$ cat config.mk
export PLATFORM = sky130hd
export DESIGN_NAME = bounded_encoder_value
export DESIGN_NICKNAME = d
export VERILOG_FILES = /design/src/bev_pkg.sv /design/src/bev_regs.sv /design/src/bev_ctrl.sv /design/src/bev_dp.sv /design/src/bounded_encoder_value.sv
export VERILOG_INCLUDE_DIRS = /design/src /design/src/src
export SDC_FILE = /design/constraint.sdc
export NUM_CORES = 2
export LEC_CHECK = 0
export BUFFER_PORTS_ARGS = -buffer_cell sky130_fd_sc_hd__buf_4
export CAP_MARGIN = 20
export CELL_PAD_IN_SITES_DETAIL_PLACEMENT = 2
export CELL_PAD_IN_SITES_GLOBAL_PLACEMENT = 2
export CORE_ASPECT_RATIO = 1.2
export CORE_UTILIZATION = 44
export CTS_BUF_LIST = sky130_fd_sc_hd__clkbuf_2
export DETAILED_ROUTE_END_ITERATION = 10
export MAX_ROUTING_LAYER = met4
export PLACE_DENSITY = 0.87
export SYNTH_ARGS = -nofsm -noshare
export SYNTH_HDL_FRONTEND = slang
export SYNTH_SLANG_ARGS = --single-unit
export TNS_END_PERCENT = 100
$ cat constraint.sdc
create_clock -name i_clk -period 13.62 [get_ports i_clk]
set_input_delay 1.362 -clock i_clk [delete_from_list [all_inputs] [get_ports i_clk]]
set_output_delay 1.362 -clock i_clk [all_outputs]
set_load 0.005 [all_outputs]
$ cat src/assert_macros.svh
// assertion macros used by the top-level rtl file
// no dependencies
`ifndef ASSERT_MACROS_SVH
`define ASSERT_MACROS_SVH

// checked on every clock edge outside reset
`define BEV_ASSERT(name, prop, msg) \
    name: assert property (@(posedge i_clk) disable iff (!i_rst_n) prop) else $error(msg);

// checked on every clock edge, reset included
`define BEV_ASSERT_ALWAYS(name, prop, msg) \
    name: assert property (@(posedge i_clk) prop) else $error(msg);

`endif

$ cat src/bev_pkg.sv
// bev_pkg: types, codes and constants of the bounded encoder value block
// no dependencies
`default_nettype none

package bev_pkg;

    localparam int DataW    = 32;
    localparam int DetW     = 16;
    localparam int StepW    = 16;
    localparam int DeltaW   = 33;
    localparam int SpanW    = 33;
    localparam int CandW    = 34;
    localparam int DivSteps = 34;
    localparam int CntW     = $clog2(DivSteps);
    localparam int AddrW    = 4;
    localparam int ApbW     = 32;
    localparam int InDataW  = 48;
    localparam int OutDataW = 72;
    localparam int OutUserW = 3;

    localparam logic signed [DataW-1:0] BoundAReset = 32'sd0;
    localparam logic signed [DataW-1:0] BoundBReset = 32'sd127;
    localparam logic signed [StepW-1:0] StepReset   = 16'sd1;
    localparam logic signed [StepW-1:0] StepOne     = 16'sd1;

    localparam logic ModeClamp  = 1'b0;
    localparam logic ModeWrap   = 1'b1;
    localparam logic KindDetent = 1'b0;
    localparam logic KindLoad   = 1'b1;

    typedef enum logic [1:0] {
        REG_BOUND_A = 2'd0,
        REG_BOUND_B = 2'd1,
        REG_STEP    = 2'd2,
        REG_MODE    = 2'd3
    } t_reg_idx;

    typedef enum logic [2:0] {
        ST_IDLE,
        ST_MUL,
        ST_ADD,
        ST_CHECK,
        ST_DIV,
        ST_FIX,
        ST_FINISH
    } t_state;

    typedef struct packed {
        logic signed [DataW-1:0] bound_a;
        logic signed [DataW-1:0] bound_b;
        logic signed [StepW-1:0] step;
        logic                    mode;
    } t_cfg;

    typedef struct packed {
        logic capture;
        logic mul;
        logic skip;
        logic add;
        logic check;
        logic div_step;
        logic fix;
        logic out_load;
    } t_cmd;

    typedef struct packed {
        logic skip;
        logic need_div;
        logic out_free;
    } t_stat;

endpackage

`default_nettype wire

$ cat src/bev_regs.sv
// bev_regs: configuration register file behind the apb port
// depends on bev_pkg
`default_nettype none

module bev_regs (
    input  wire                      i_clk,
    input  wire                      i_rst_n,
    input  wire                      psel,
    input  wire                      penable,
    input  wire                      pwrite,
    input  wire [bev_pkg::AddrW-1:0] paddr,
    input  wire [bev_pkg::ApbW-1:0]  pwdata,
    output logic [bev_pkg::ApbW-1:0] prdata,
    output logic                     pready,
    output bev_pkg::t_cfg            o_cfg
);
    import bev_pkg::*;

    t_cfg     r_cfg;
    t_reg_idx w_idx;
    logic     w_wr;

    assign w_idx  = t_reg_idx'(paddr[3:2]);
    assign w_wr   = psel && penable && pwrite;
    assign pready = 1'b1;
    assign o_cfg  = r_cfg;

    always_ff @(posedge i_clk) begin
        if (!i_rst_n) begin
            r_cfg.bound_a <= BoundAReset;
            r_cfg.bound_b <= BoundBReset;
            r_cfg.step    <= StepReset;
            r_cfg.mode    <= ModeClamp;
        end else if (w_wr) begin
            unique case (w_idx)
                REG_BOUND_A: r_cfg.bound_a <= pwdata;
                REG_BOUND_B: r_cfg.bound_b <= pwdata;
                REG_STEP:    r_cfg.step    <= pwdata[StepW-1:0];
                REG_MODE:    r_cfg.mode    <= pwdata[0];
                default:     r_cfg         <= r_cfg;
            endcase
        end
    end

    always_comb begin
        unique case (w_idx)
            REG_BOUND_A: prdata = r_cfg.bound_a;
            REG_BOUND_B: prdata = r_cfg.bound_b;
            REG_STEP:    prdata = {{(ApbW-StepW){r_cfg.step[StepW-1]}}, r_cfg.step};
            REG_MODE:    prdata = {{(ApbW-1){1'b0}}, r_cfg.mode};
            default:     prdata = '0;
        endcase
    end

endmodule

`default_nettype wire

$ cat src/bev_ctrl.sv
// bev_ctrl: sequencer for one item: multiply, add, range check, remainder, output
// depends on bev_pkg
`default_nettype none

module bev_ctrl (
    input  wire            i_clk,
    input  wire            i_rst_n,
    input  wire            i_in_valid,
    output logic           o_in_ready,
    input  bev_pkg::t_stat i_stat,
    output bev_pkg::t_cmd  o_cmd
);
    import bev_pkg::*;

    t_state           r_state, n_state;
    logic [CntW-1:0]  r_cnt, n_cnt;
    logic             w_last;

    assign w_last = (r_cnt == CntW'(DivSteps - 1));

    always_ff @(posedge i_clk) begin
        if (!i_rst_n) begin
            r_state <= ST_IDLE;
            r_cnt   <= '0;
        end else begin
            r_state <= n_state;
            r_cnt   <= n_cnt;
        end
    end

    always_comb begin
        n_state = r_state;
        unique case (r_state)
            ST_IDLE:   if (i_in_valid) n_state = ST_MUL;
            ST_MUL:    n_state = i_stat.skip ? ST_FINISH : ST_ADD;
            ST_ADD:    n_state = ST_CHECK;
            ST_CHECK:  n_state = i_stat.need_div ? ST_DIV : ST_FINISH;
            ST_DIV:    if (w_last) n_state = ST_FIX;
            ST_FIX:    n_state = ST_FINISH;
            ST_FINISH: if (i_stat.out_free) n_state = ST_IDLE;
            default:   n_state = ST_IDLE;
        endcase
    end

    always_comb begin
        o_cmd      = '0;
        o_in_ready = 1'b0;
        n_cnt      = r_cnt;
        unique case (r_state)
            ST_IDLE: begin
                o_in_ready    = 1'b1;
                o_cmd.capture = i_in_valid;
            end
            ST_MUL: begin
                o_cmd.mul  = 1'b1;
                o_cmd.skip = i_stat.skip;
            end
            ST_ADD: begin
                o_cmd.add = 1'b1;
            end
            ST_CHECK: begin
                o_cmd.check = 1'b1;
                n_cnt       = '0;
            end
            ST_DIV: begin
                o_cmd.div_step = 1'b1;
                n_cnt          = r_cnt + 1'b1;
            end
            ST_FIX: begin
                o_cmd.fix = 1'b1;
            end
            ST_FINISH: begin
                o_cmd.out_load = i_stat.out_free;
            end
            default: begin
                o_cmd = '0;
            end
        endcase
    end

endmodule

`default_nettype wire

$ cat src/bev_dp.sv
// bev_dp: value datapath, held value, bit-serial remainder and output register
// depends on bev_pkg
`default_nettype none

module bev_dp (
    input  wire                         i_clk,
    input  wire                         i_rst_n,
    input  bev_pkg::t_cfg               i_cfg,
    input  bev_pkg::t_cmd               i_cmd,
    output bev_pkg::t_stat              o_stat,
    input  wire                         i_kind,
    input  wire [bev_pkg::DetW-1:0]     i_detents,
    input  wire [bev_pkg::DataW-1:0]    i_load_value,
    output logic                        o_valid,
    input  wire                         i_ready,
    output logic [bev_pkg::DataW-1:0]   o_current_value,
    output logic [bev_pkg::DeltaW-1:0]  o_value_delta,
    output logic                        o_changed,
    output logic                        o_wrapped,
    output logic                        o_clamped
);
    import bev_pkg::*;

    // item and bounds
    logic                     r_kind;
    logic signed [DetW-1:0]   r_det;
    logic signed [DataW-1:0]  r_load;
    logic signed [DataW-1:0]  r_lo, r_hi;
    logic [SpanW-1:0]         r_span;
    logic signed [DataW-1:0]  r_prod;
    logic signed [CandW-1:0]  r_cand;
    logic signed [DataW-1:0]  r_res;
    logic                     r_wrap, r_clamp;
    // remainder unit
    logic [CandW-1:0]         r_x;
    logic [SpanW-1:0]         r_rem;
    logic                     r_neg;
    // state and output word
    logic signed [DataW-1:0]  r_held;
    logic                     r_out_valid;
    logic [DataW-1:0]         r_cur;
    logic [DeltaW-1:0]        r_delta;
    logic                     r_changed, r_wrapped, r_clamped;

    logic signed [DataW-1:0]  w_lo, w_hi;
    logic signed [StepW-1:0]  w_step;
    logic                     w_below, w_above;
    logic signed [CandW-1:0]  w_x;
    logic [CandW-1:0]         w_t;
    logic [CandW-1:0]         w_t_sub;
    logic [SpanW-1:0]         w_off;
    logic signed [DeltaW-1:0] w_delta;

    assign w_lo    = (i_cfg.bound_a < i_cfg.bound_b) ? i_cfg.bound_a : i_cfg.bound_b;
    assign w_hi    = (i_cfg.bound_a < i_cfg.bound_b) ? i_cfg.bound_b : i_cfg.bound_a;
    assign w_step  = (i_cfg.step == '0) ? StepOne : i_cfg.step;
    assign w_below = r_cand < CandW'(r_lo);
    assign w_above = r_cand > CandW'(r_hi);
    assign w_x     = r_cand - CandW'(r_lo);
    assign w_t     = {r_rem, r_x[CandW-1]};
    assign w_t_sub = w_t - {1'b0, r_span};
    assign w_off   = (r_neg && (r_rem != '0)) ? (r_span - r_rem) : r_rem;
    assign w_delta = DeltaW'(r_res) - DeltaW'(r_held);

    assign o_stat.skip     = (r_kind == KindDetent) && (r_det == '0);
    assign o_stat.need_div = (i_cfg.mode == ModeWrap) && (w_below || w_above);
    assign o_stat.out_free = !r_out_valid || i_ready;

    always_ff @(posedge i_clk) begin
        if (i_cmd.capture) begin
            r_kind  <= i_kind;
            r_det   <= i_detents;
            r_load  <= i_load_value;
            r_lo    <= w_lo;
            r_hi    <= w_hi;
            r_wrap  <= 1'b0;
            r_clamp <= 1'b0;
        end
        if (i_cmd.mul) begin
            r_prod <= DataW'(r_det * w_step);
            r_span <= SpanW'(r_hi) - SpanW'(r_lo) + SpanW'(1);
        end
        if (i_cmd.skip) begin
            r_res <= r_held;
        end
        if (i_cmd.add) begin
            if (r_kind == KindLoad) begin
                r_cand <= CandW'(r_load);
            end else begin
                r_cand <= CandW'(r_held) + CandW'(r_prod);
            end
        end
        if (i_cmd.check) begin
            r_rem <= '0;
            r_neg <= w_x[CandW-1];
            r_x   <= w_x[CandW-1] ? CandW'(-w_x) : CandW'(w_x);
            if (i_cfg.mode == ModeClamp) begin
                r_clamp <= w_below || w_above;
                priority if (w_below) begin
                    r_res <= r_lo;
                end else if (w_above) begin
                    r_res <= r_hi;
                end else begin
                    r_res <= r_cand[DataW-1:0];
                end
            end else if (!(w_below || w_above)) begin
                r_res <= r_cand[DataW-1:0];
            end else begin
                r_wrap <= 1'b1;
            end
        end
        if (i_cmd.div_step) begin
            r_x   <= {r_x[CandW-2:0], 1'b0};
            r_rem <= (w_t >= {1'b0, r_span}) ? w_t_sub[SpanW-1:0] : w_t[SpanW-1:0];
        end
        if (i_cmd.fix) begin
            r_res <= r_lo + w_off[DataW-1:0];
        end
        if (i_cmd.out_load) begin
            r_cur     <= r_res;
            r_delta   <= (r_kind == KindLoad) ? '0 : w_delta;
            r_changed <= (r_kind == KindDetent) && (r_res != r_held);
            r_wrapped <= (r_kind == KindDetent) && r_wrap;
            r_clamped <= (r_kind == KindDetent) && r_clamp;
        end
    end

    always_ff @(posedge i_clk) begin
        if (!i_rst_n) begin
            r_held      <= '0;
            r_out_valid <= 1'b0;
        end else begin
            if (i_cmd.out_load) begin
                r_held      <= r_res;
                r_out_valid <= 1'b1;
            end else if (i_ready) begin
                r_out_valid <= 1'b0;
            end
        end
    end

    assign o_valid         = r_out_valid;
    assign o_current_value = r_cur;
    assign o_value_delta   = r_delta;
    assign o_changed       = r_changed;
    assign o_wrapped       = r_wrapped;
    assign o_clamped       = r_clamped;

endmodule

`default_nettype wire

$ cat src/bounded_encoder_value.sv
// bounded_encoder_value: top level, apb registers, sequencer and datapath
// depends on bev_pkg, bev_regs, bev_ctrl, bev_dp and assert_macros.svh
//
// usage
//   s_axis carries one word per item: tuser is the kind (apply detents or load),
//   tdata the detent count and the load value. m_axis returns one word per item:
//   the new value, the change and the changed, wrapped and clamped flags (all zero for a load).
//   the apb port holds both bounds, the step per detent and the boundary mode;
//   write it only while no item is in flight.
// sequence
//   one item at a time. each item passes capture, multiply, add, range check
//   and output load; an out-of-range item in wrap mode adds the bit-serial
//   remainder (34 steps plus the fix-up) after the check. zero detents go
//   from multiply straight to output load. the next item is taken back in idle.
// reset
//   synchronous, active low: value 0, bounds 0 and 127, step 1, clamp mode,
//   output empty.
// stall
//   the result waits in the output register; the next item is accepted and
//   worked on, and completes once that register is taken.
`default_nettype none
`include "assert_macros.svh"

module bounded_encoder_value (
    input  wire         i_clk,
    input  wire         i_rst_n,
    // apb configuration
    input  wire         psel,
    input  wire         penable,
    input  wire         pwrite,
    input  wire  [3:0]  paddr,
    input  wire  [31:0] pwdata,
    output logic [31:0] prdata,
    output logic        pready,
    // input words
    input  wire         s_axis_tvalid,
    output logic        s_axis_tready,
    input  wire  [47:0] s_axis_tdata,   // detents[15:0], load_value[47:16]
    input  wire  [0:0]  s_axis_tuser,   // kind[0]
    // result words
    output logic        m_axis_tvalid,
    input  wire         m_axis_tready,
    output logic [71:0] m_axis_tdata,   // current_value[31:0], value_delta[64:32], zero[71:65]
    output logic [2:0]  m_axis_tuser    // changed[0], wrapped[1], clamped[2]
);
    import bev_pkg::*;

    t_cfg              w_cfg;
    t_cmd              w_cmd;
    t_stat             w_stat;
    logic [DataW-1:0]  w_cur;
    logic [DeltaW-1:0] w_delta;
    logic              w_changed, w_wrapped, w_clamped;

    bev_regs u_regs (
        .i_clk   (i_clk),
        .i_rst_n (i_rst_n),
        .psel    (psel),
        .penable (penable),
        .pwrite  (pwrite),
        .paddr   (paddr),
        .pwdata  (pwdata),
        .prdata  (prdata),
        .pready  (pready),
        .o_cfg   (w_cfg)
    );

    bev_ctrl u_ctrl (
        .i_clk      (i_clk),
        .i_rst_n    (i_rst_n),
        .i_in_valid (s_axis_tvalid),
        .o_in_ready (s_axis_tready),
        .i_stat     (w_stat),
        .o_cmd      (w_cmd)
    );

    bev_dp u_dp (
        .i_clk           (i_clk),
        .i_rst_n         (i_rst_n),
        .i_cfg           (w_cfg),
        .i_cmd           (w_cmd),
        .o_stat          (w_stat),
        .i_kind          (s_axis_tuser[0]),
        .i_detents       (s_axis_tdata[DetW-1:0]),
        .i_load_value    (s_axis_tdata[DetW+DataW-1:DetW]),
        .o_valid         (m_axis_tvalid),
        .i_ready         (m_axis_tready),
        .o_current_value (w_cur),
        .o_value_delta   (w_delta),
        .o_changed       (w_changed),
        .o_wrapped       (w_wrapped),
        .o_clamped       (w_clamped)
    );

    assign m_axis_tdata = {{(OutDataW-DataW-DeltaW){1'b0}}, w_delta, w_cur};
    assign m_axis_tuser = {w_clamped, w_wrapped, w_changed};

    `BEV_ASSERT(a_one_item, s_axis_tvalid && s_axis_tready |=> !s_axis_tready, "second item taken while busy")
    `BEV_ASSERT(a_flags_excl, m_axis_tvalid |-> !(m_axis_tuser[1] && m_axis_tuser[2]), "wrapped and clamped both set")
    `BEV_ASSERT(a_changed, m_axis_tvalid |-> (m_axis_tuser[0] == (m_axis_tdata[64:32] != '0)), "changed flag disagrees with delta")

endmodule

`default_nettype wire

* Word level (Yosys, flattened, before mapping)
Cells that the tools add are included.
** Storage, ports and cells
- Output and inout bits :: 110
- Word-level logic and storage cells :: 125
- Bits in latches :: 0
- Bits in read-only memories :: 0
- Bits in writable memories :: 0
- Flip-flop bits (word level) :: 505
- Bits of input ports :: 92
- Memories kept :: 0
** Operators by class
- Reduce and logical (&&, ||, !) cells :: 24
- Bitwise gates (word level) :: 1
- Add/subtract/negate cells :: 10
- Mux-type cells :: 43
- $mul :: 1
- Magnitude comparators :: 4
- Eq/ne operators :: 14
- Divide/modulo/power cells :: 0
- Shift-type cells :: 0
** Operator list (count)
- $mux 32 :: 10
- $mux 34 :: 4
- $pmux 32 s4 :: 1
- $mux 33 :: 3
- $sub 32x32->33 :: 2
- $ge 34x33->1 :: 1
- $gt 34x32->1 :: 1
- $lt 34x32->1 :: 1
- $neg 34->34 :: 1
- $sub 34x32->34 :: 1
- $add 32x32->33 :: 1
- $add 33x2->33 const B :: 1
- $reduce_bool 33->1 :: 1
- $sub 33x33->33 :: 1
- $add 32x32->32 :: 1
- $logic_not 16->1 :: 2
- $lt 32x32->1 :: 1
- $mul 16x16->32 :: 1
- $ne 32x32->1 :: 1
- $sub 32x32->32 :: 1
- $pmux 3 s7 :: 1
- $mux 1 :: 16
- $mux 16 :: 1
- $mux 3 :: 4
- 20 further kinds :: 39

* Longest topological paths before layout
- Depth after elaboration :: 8
- Mapped depth :: 27
- Depth with buffers taken out :: 26

* By module
From an unflattened synthesis, not the netlist that was laid out.
** Second synthesis, totals
- Cell total of the unflattened synthesis :: 4772
- Area, all modules :: 45023.2 um^2
** Modules (own cells, without submodules)
- bev_dp :: sequential area each 11751.3 um^2, times used 1, cells an instance 4299, area each 40629.0 um^2
- bev_regs :: sequential area each 1621.6 um^2, times used 1, cells an instance 401, area each 3799.9 um^2
- bev_ctrl :: sequential area each 180.2 um^2, times used 1, cells an instance 61, area each 515.5 um^2
- bounded_encoder_value :: sequential area each 0.0 um^2, times used 1, cells an instance 11, area each 78.8 um^2

* Worst setup path before layout
Ideal clock, no wire load.
- Path type :: flip-flop to flip-flop
- Start point :: register u_regs.r_cfg, in the netlist u_regs.o_cfg[8]
- End point :: register u_dp.r_prod[30] (data pin)
- Data arrival time :: 6011 ps
- Path slack :: 7352 ps
- Path buffers :: 2
- Cell stages (with the launch flop) :: 27
- Clock period less this slack :: 6268 ps
- Library setup time :: 258 ps
- Cell sequence :: dfxtp_1 clkbuf_1 clkbuf_1 nand2_1 fa_1 inv_1 fa_1 inv_1 fa_1 inv_1 fa_1 fa_1 inv_1 fa_1 inv_1 ha_1 a21o_1 a21o_1 a21oi_1 o21ai_0 o2111ai_1 a31oi_1 a41oi_1 a21oi_1 a21o_1 a21oi_1 xnor2_1
** On the way
- Word-level cells in the longest chain between the ends :: 3
** Ends and longest elaborated chain
- from (decl) :: RTL line bev_regs.sv:19 : t_cfg r_cfg;
- from (signal assigned) :: RTL line bev_regs.sv:40 : default: r_cfg <= r_cfg;
- $logic_not 16->1 :: RTL line bev_dp.sv:56 : assign w_step = (i_cfg.step == '0) ? StepOne : i_cfg.step;
- $mux 16 * :: RTL line bev_dp.sv:56
- $mul 16x16->32 * :: RTL line bev_dp.sv:80 : r_prod <= DataW'(r_det * w_step);
- to (signal assigned) :: RTL line bev_dp.sv:80
- to (decl) :: RTL line bev_dp.sv:30 : logic signed [DataW-1:0] r_prod;
Mark *: on every way between the ends. The rest lies on a longest branch, timed or not.
A chain may end at the register's enable or synchronous reset.

* Worst setup path after layout
- Start point :: register u_regs.r_cfg, in the netlist u_regs.o_cfg[11]
- End point :: register u_dp.r_prod[30] (data pin)
The elaborated chain is that of the path after synthesis.

==> qor.csv <==
metric;value;unit
outcome;complete, but fails checks;
failing checks;max-capacitance violations, max-slew violations;
CP endpoint kind;flop;
CP max-delay cell;dfxtp_1;
worst setup margin;2.77;ns
antenna viol nets, final;0;
fin crit period;10.85;ns
Async S/R FF share, synth;0;
Worst Tran Pin Value;2.31;ns
FF+latch count, synth;504;
Post-CTS Setup Bufs;0;
Fin. Hold Viols;0;
Die H;350;µm
count leader, synth;nand2_1;
final setup vio count;0;
clock-pin slew on the worst setup and hold paths;0.14;ns
WHS Path Cells;3;
Core ar.;99900;µm²
CP Data Arrival Time;12.27;ns
Root Driver;clkbuf_2;
first drt pass iteration count;8;
Yosys Warn Count;0;
Hold WS;0.160;ns
cell row count;127;
Hold WC Path Type;input pin to flop;
Tot GR Track Use;0.495;
IO buf count;191;
post-DR vias/cell;7.00;
share of layout cells above drive strength 1;0.104;
Syn Inst Count;4868;
Main synth FF type;edfxtp_1;
CTS HTree Levels;4;
non-filler cells, final;6655;
Num Clock Sinks;504;
DR vias;46600;
area grow syn2layout;11.8;%
Leak;22.2;nW
gp weighted congestion;1.06;
Cells after DPL;6206;
classification of the worst setup path;flop to flop;
I/O pins;202;
Critical Path Fanout Max;19;
DR WL/cell;40.7;µm
post-placement setup slack;5.76;ns
sequential share of the synthesized area;0.305;
vias in the first global route;49000;
top cells by area, synth;edfxtp_1 23%, fa_1 12%, ha_1 11%, dfxtp_1 7.1%, nand2_1 5.5%;
Starting Density;0.444;
CP peak stage delay;1.30;ns
number of synthesized flops with an enable pin;346;
Sum Neg Setup Slack;0;ns
finished layout cell area;49600;µm²
CTS tree;built;
Max Clk Rate;92.2;MHz
Yosys top cell area share;0.234;
WP depth;23;
CTS buffer count;144;
syn avg cell area;9.12;µm²
Final HPWL DP;147000;µm
CTS Hold Buffers Added;78;
PD cells;208;nW/µm²
clk_lat worst skew;1.81;ns
required time worst endpoint;15.04;ns
DRC viols;0;
most frequent cells after synthesis;653 x nand2_1, 562 x inv_1, 404 x ha_1;
CP Launch Type;flop;
final core utilization;0.496;
Tot Pwr;10.3;mW
Final #Nets;5918;
die area;102000;µm²
largest net degree at the start of global routing;98;
CP bufs+invs;5;
CP cell instances;nand2_1 > fa_1 > inv_1 > ha_1 > inv_1 > fa_1 > inv_1 > fa_1 > fa_1 > inv_1 > fa_1 > inv_1 > ha_1 > and3_1 > nand2_1 > nor4b_1 > o2111ai_1 > a31oi_1 > a41oi_1 > a21oi_1 > a21o_1 > a21oi_1 > xnor2_1;
mapped cell area;44400;µm²
Worst slew margin;-0.551;
first-pass GRT wire length;351000;µm
cts repair resizes;0;
worst r2r path cells;23;
Clock Path Buffers;3;
RSZ-0062 raised after global routing;no;
Max-Cap Viols;4;
Tcrit/Tclk final;0.796;
total congestion overflow;0;
Starting DRT DRC Count;5731;
skew final;0.234;ns
initial antenna violation count;63;
Synth area leader;edfxtp_1;
count of cell types in the netlist;87;
die span in x;292;µm
placed cell areas;47100;µm²
Detailed Route WL;271000;µm
worst vdd ir;0.105;mV
Worst path top cell family by delay;adder cells;
Slew Viols, Final;9;
cell usage in the layout (no fill, tap or decap), types with 38 or more instances in the layout:
cell / instances
a21boi_0: 112
a21o_1: 158
a21oi_1: 293
and2_1: 115
buf_4: 236
clkbuf_2: 208
dfxtp_1: 158
diode_2: 97
dlygate4sd3_1: 83
edfxtp_1: 346
fa_1: 269
ha_1: 404
inv_1: 559
mux2_1: 67
mux2i_1: 47
nand2_1: 653
nand2b_1: 40
nand3_1: 76
nor2_1: 251
nor2b_1: 57
nor3_1: 67
o21a_1: 38
o21ai_0: 175
o21ai_1: 82
xnor2_1: 136
xor2_1: 93
metal layers:
metal	GRT usage	part of all wire	up-vias
met4	0.508	0.13	0
met5	-	0	-
met3	0.189	0.13	2373
met1	0.472	0.32	22400
met2	0.752	0.42	4261
li1	-	-	17500
registers in the layout (all words and copies together), names as in the netlist:
register	cells
u_dp.r_clamp	1
u_dp.r_prod	32
u_dp.r_load	32
u_regs.o_cfg	81
u_dp.r_det	16
u_ctrl.r_state	3
u_dp.r_span	33
u_dp.o_wrapped	1
u_dp.r_res	32
u_ctrl.r_cnt	6
u_dp.r_held	32
u_dp.r_neg	1
u_dp.o_current_value	32
u_dp.r_x	34
u_dp.r_hi	32
u_dp.r_kind	1
u_dp.o_clamped	1
u_dp.o_value_delta	33
u_dp.r_wrap	1
u_dp.r_lo	32
u_dp.o_changed	1
u_dp.r_rem	33
u_dp.o_valid	1
u_dp.r_cand	33
worst reg2reg max path, delay by kind of cell (launching register included):
family                   cells  cell delay, ns
AND/OR/NAND/NOR              4            1.88
flip-flops                   1            1.30
buffers and inverters        5            0.78
AO/OA/AOI/OAI                6            2.28
adder cells (fa/ha/maj)      7            4.18
XOR/XNOR                     1            0.17
cell type report:
type	count	area, µm²
Fill cell	10700	50400
Multi-Input combinational cell	3614	28000
Sequential cell	504	13600
Timing Repair Buffer	324	2690
Inverter	565	2130
Tap cell	1290	1610
Clock buffer	208	1040
Clock inverter	53	318
Antenna cell	97	243
kinds of logic (layout without fill, tap and decap cells):
logic type / count (synthesis) / count (layout) / synth area share
compound gates: 1139 / 1139 / 0.166
xor+xnor: 229 / 229 / 0.0452
fa+ha+maj: 673 / 673 / 0.235
buf+inv: 756 / 1150 / 0.0653
flops: 504 / 504 / 0.305
mux: 142 / 142 / 0.0350
other cells: 2 / 105 / 0.000169
simple gates: 1423 / 1423 / 0.148
report_power, final:
group | switching (mW) | leakage, nW | total (mW) | internal (mW)
clock network | 0.969 | 1.01 | 1.43 | 0.462
registers | 0.627 | 4.53 | 2.77 | 2.14
logic | 4.07 | 16.7 | 6.13 | 2.06
path summary, 6_finish.rpt:
check | start | endpoint | slack (ns)
setup / recovery | u_regs.o_cfg[11] | u_dp.r_prod[30] | 2.77
hold / removal | s_axis_tvalid | u_ctrl.r_state[0] | 0.16
setup reg to reg | u_regs.o_cfg[11] | u_dp.r_prod[30] | 2.77
hold reg to reg | u_dp.r_load[6] | u_dp.r_cand[6] | 0.49
Note: power is estimated with default switching activity, not from simulation.
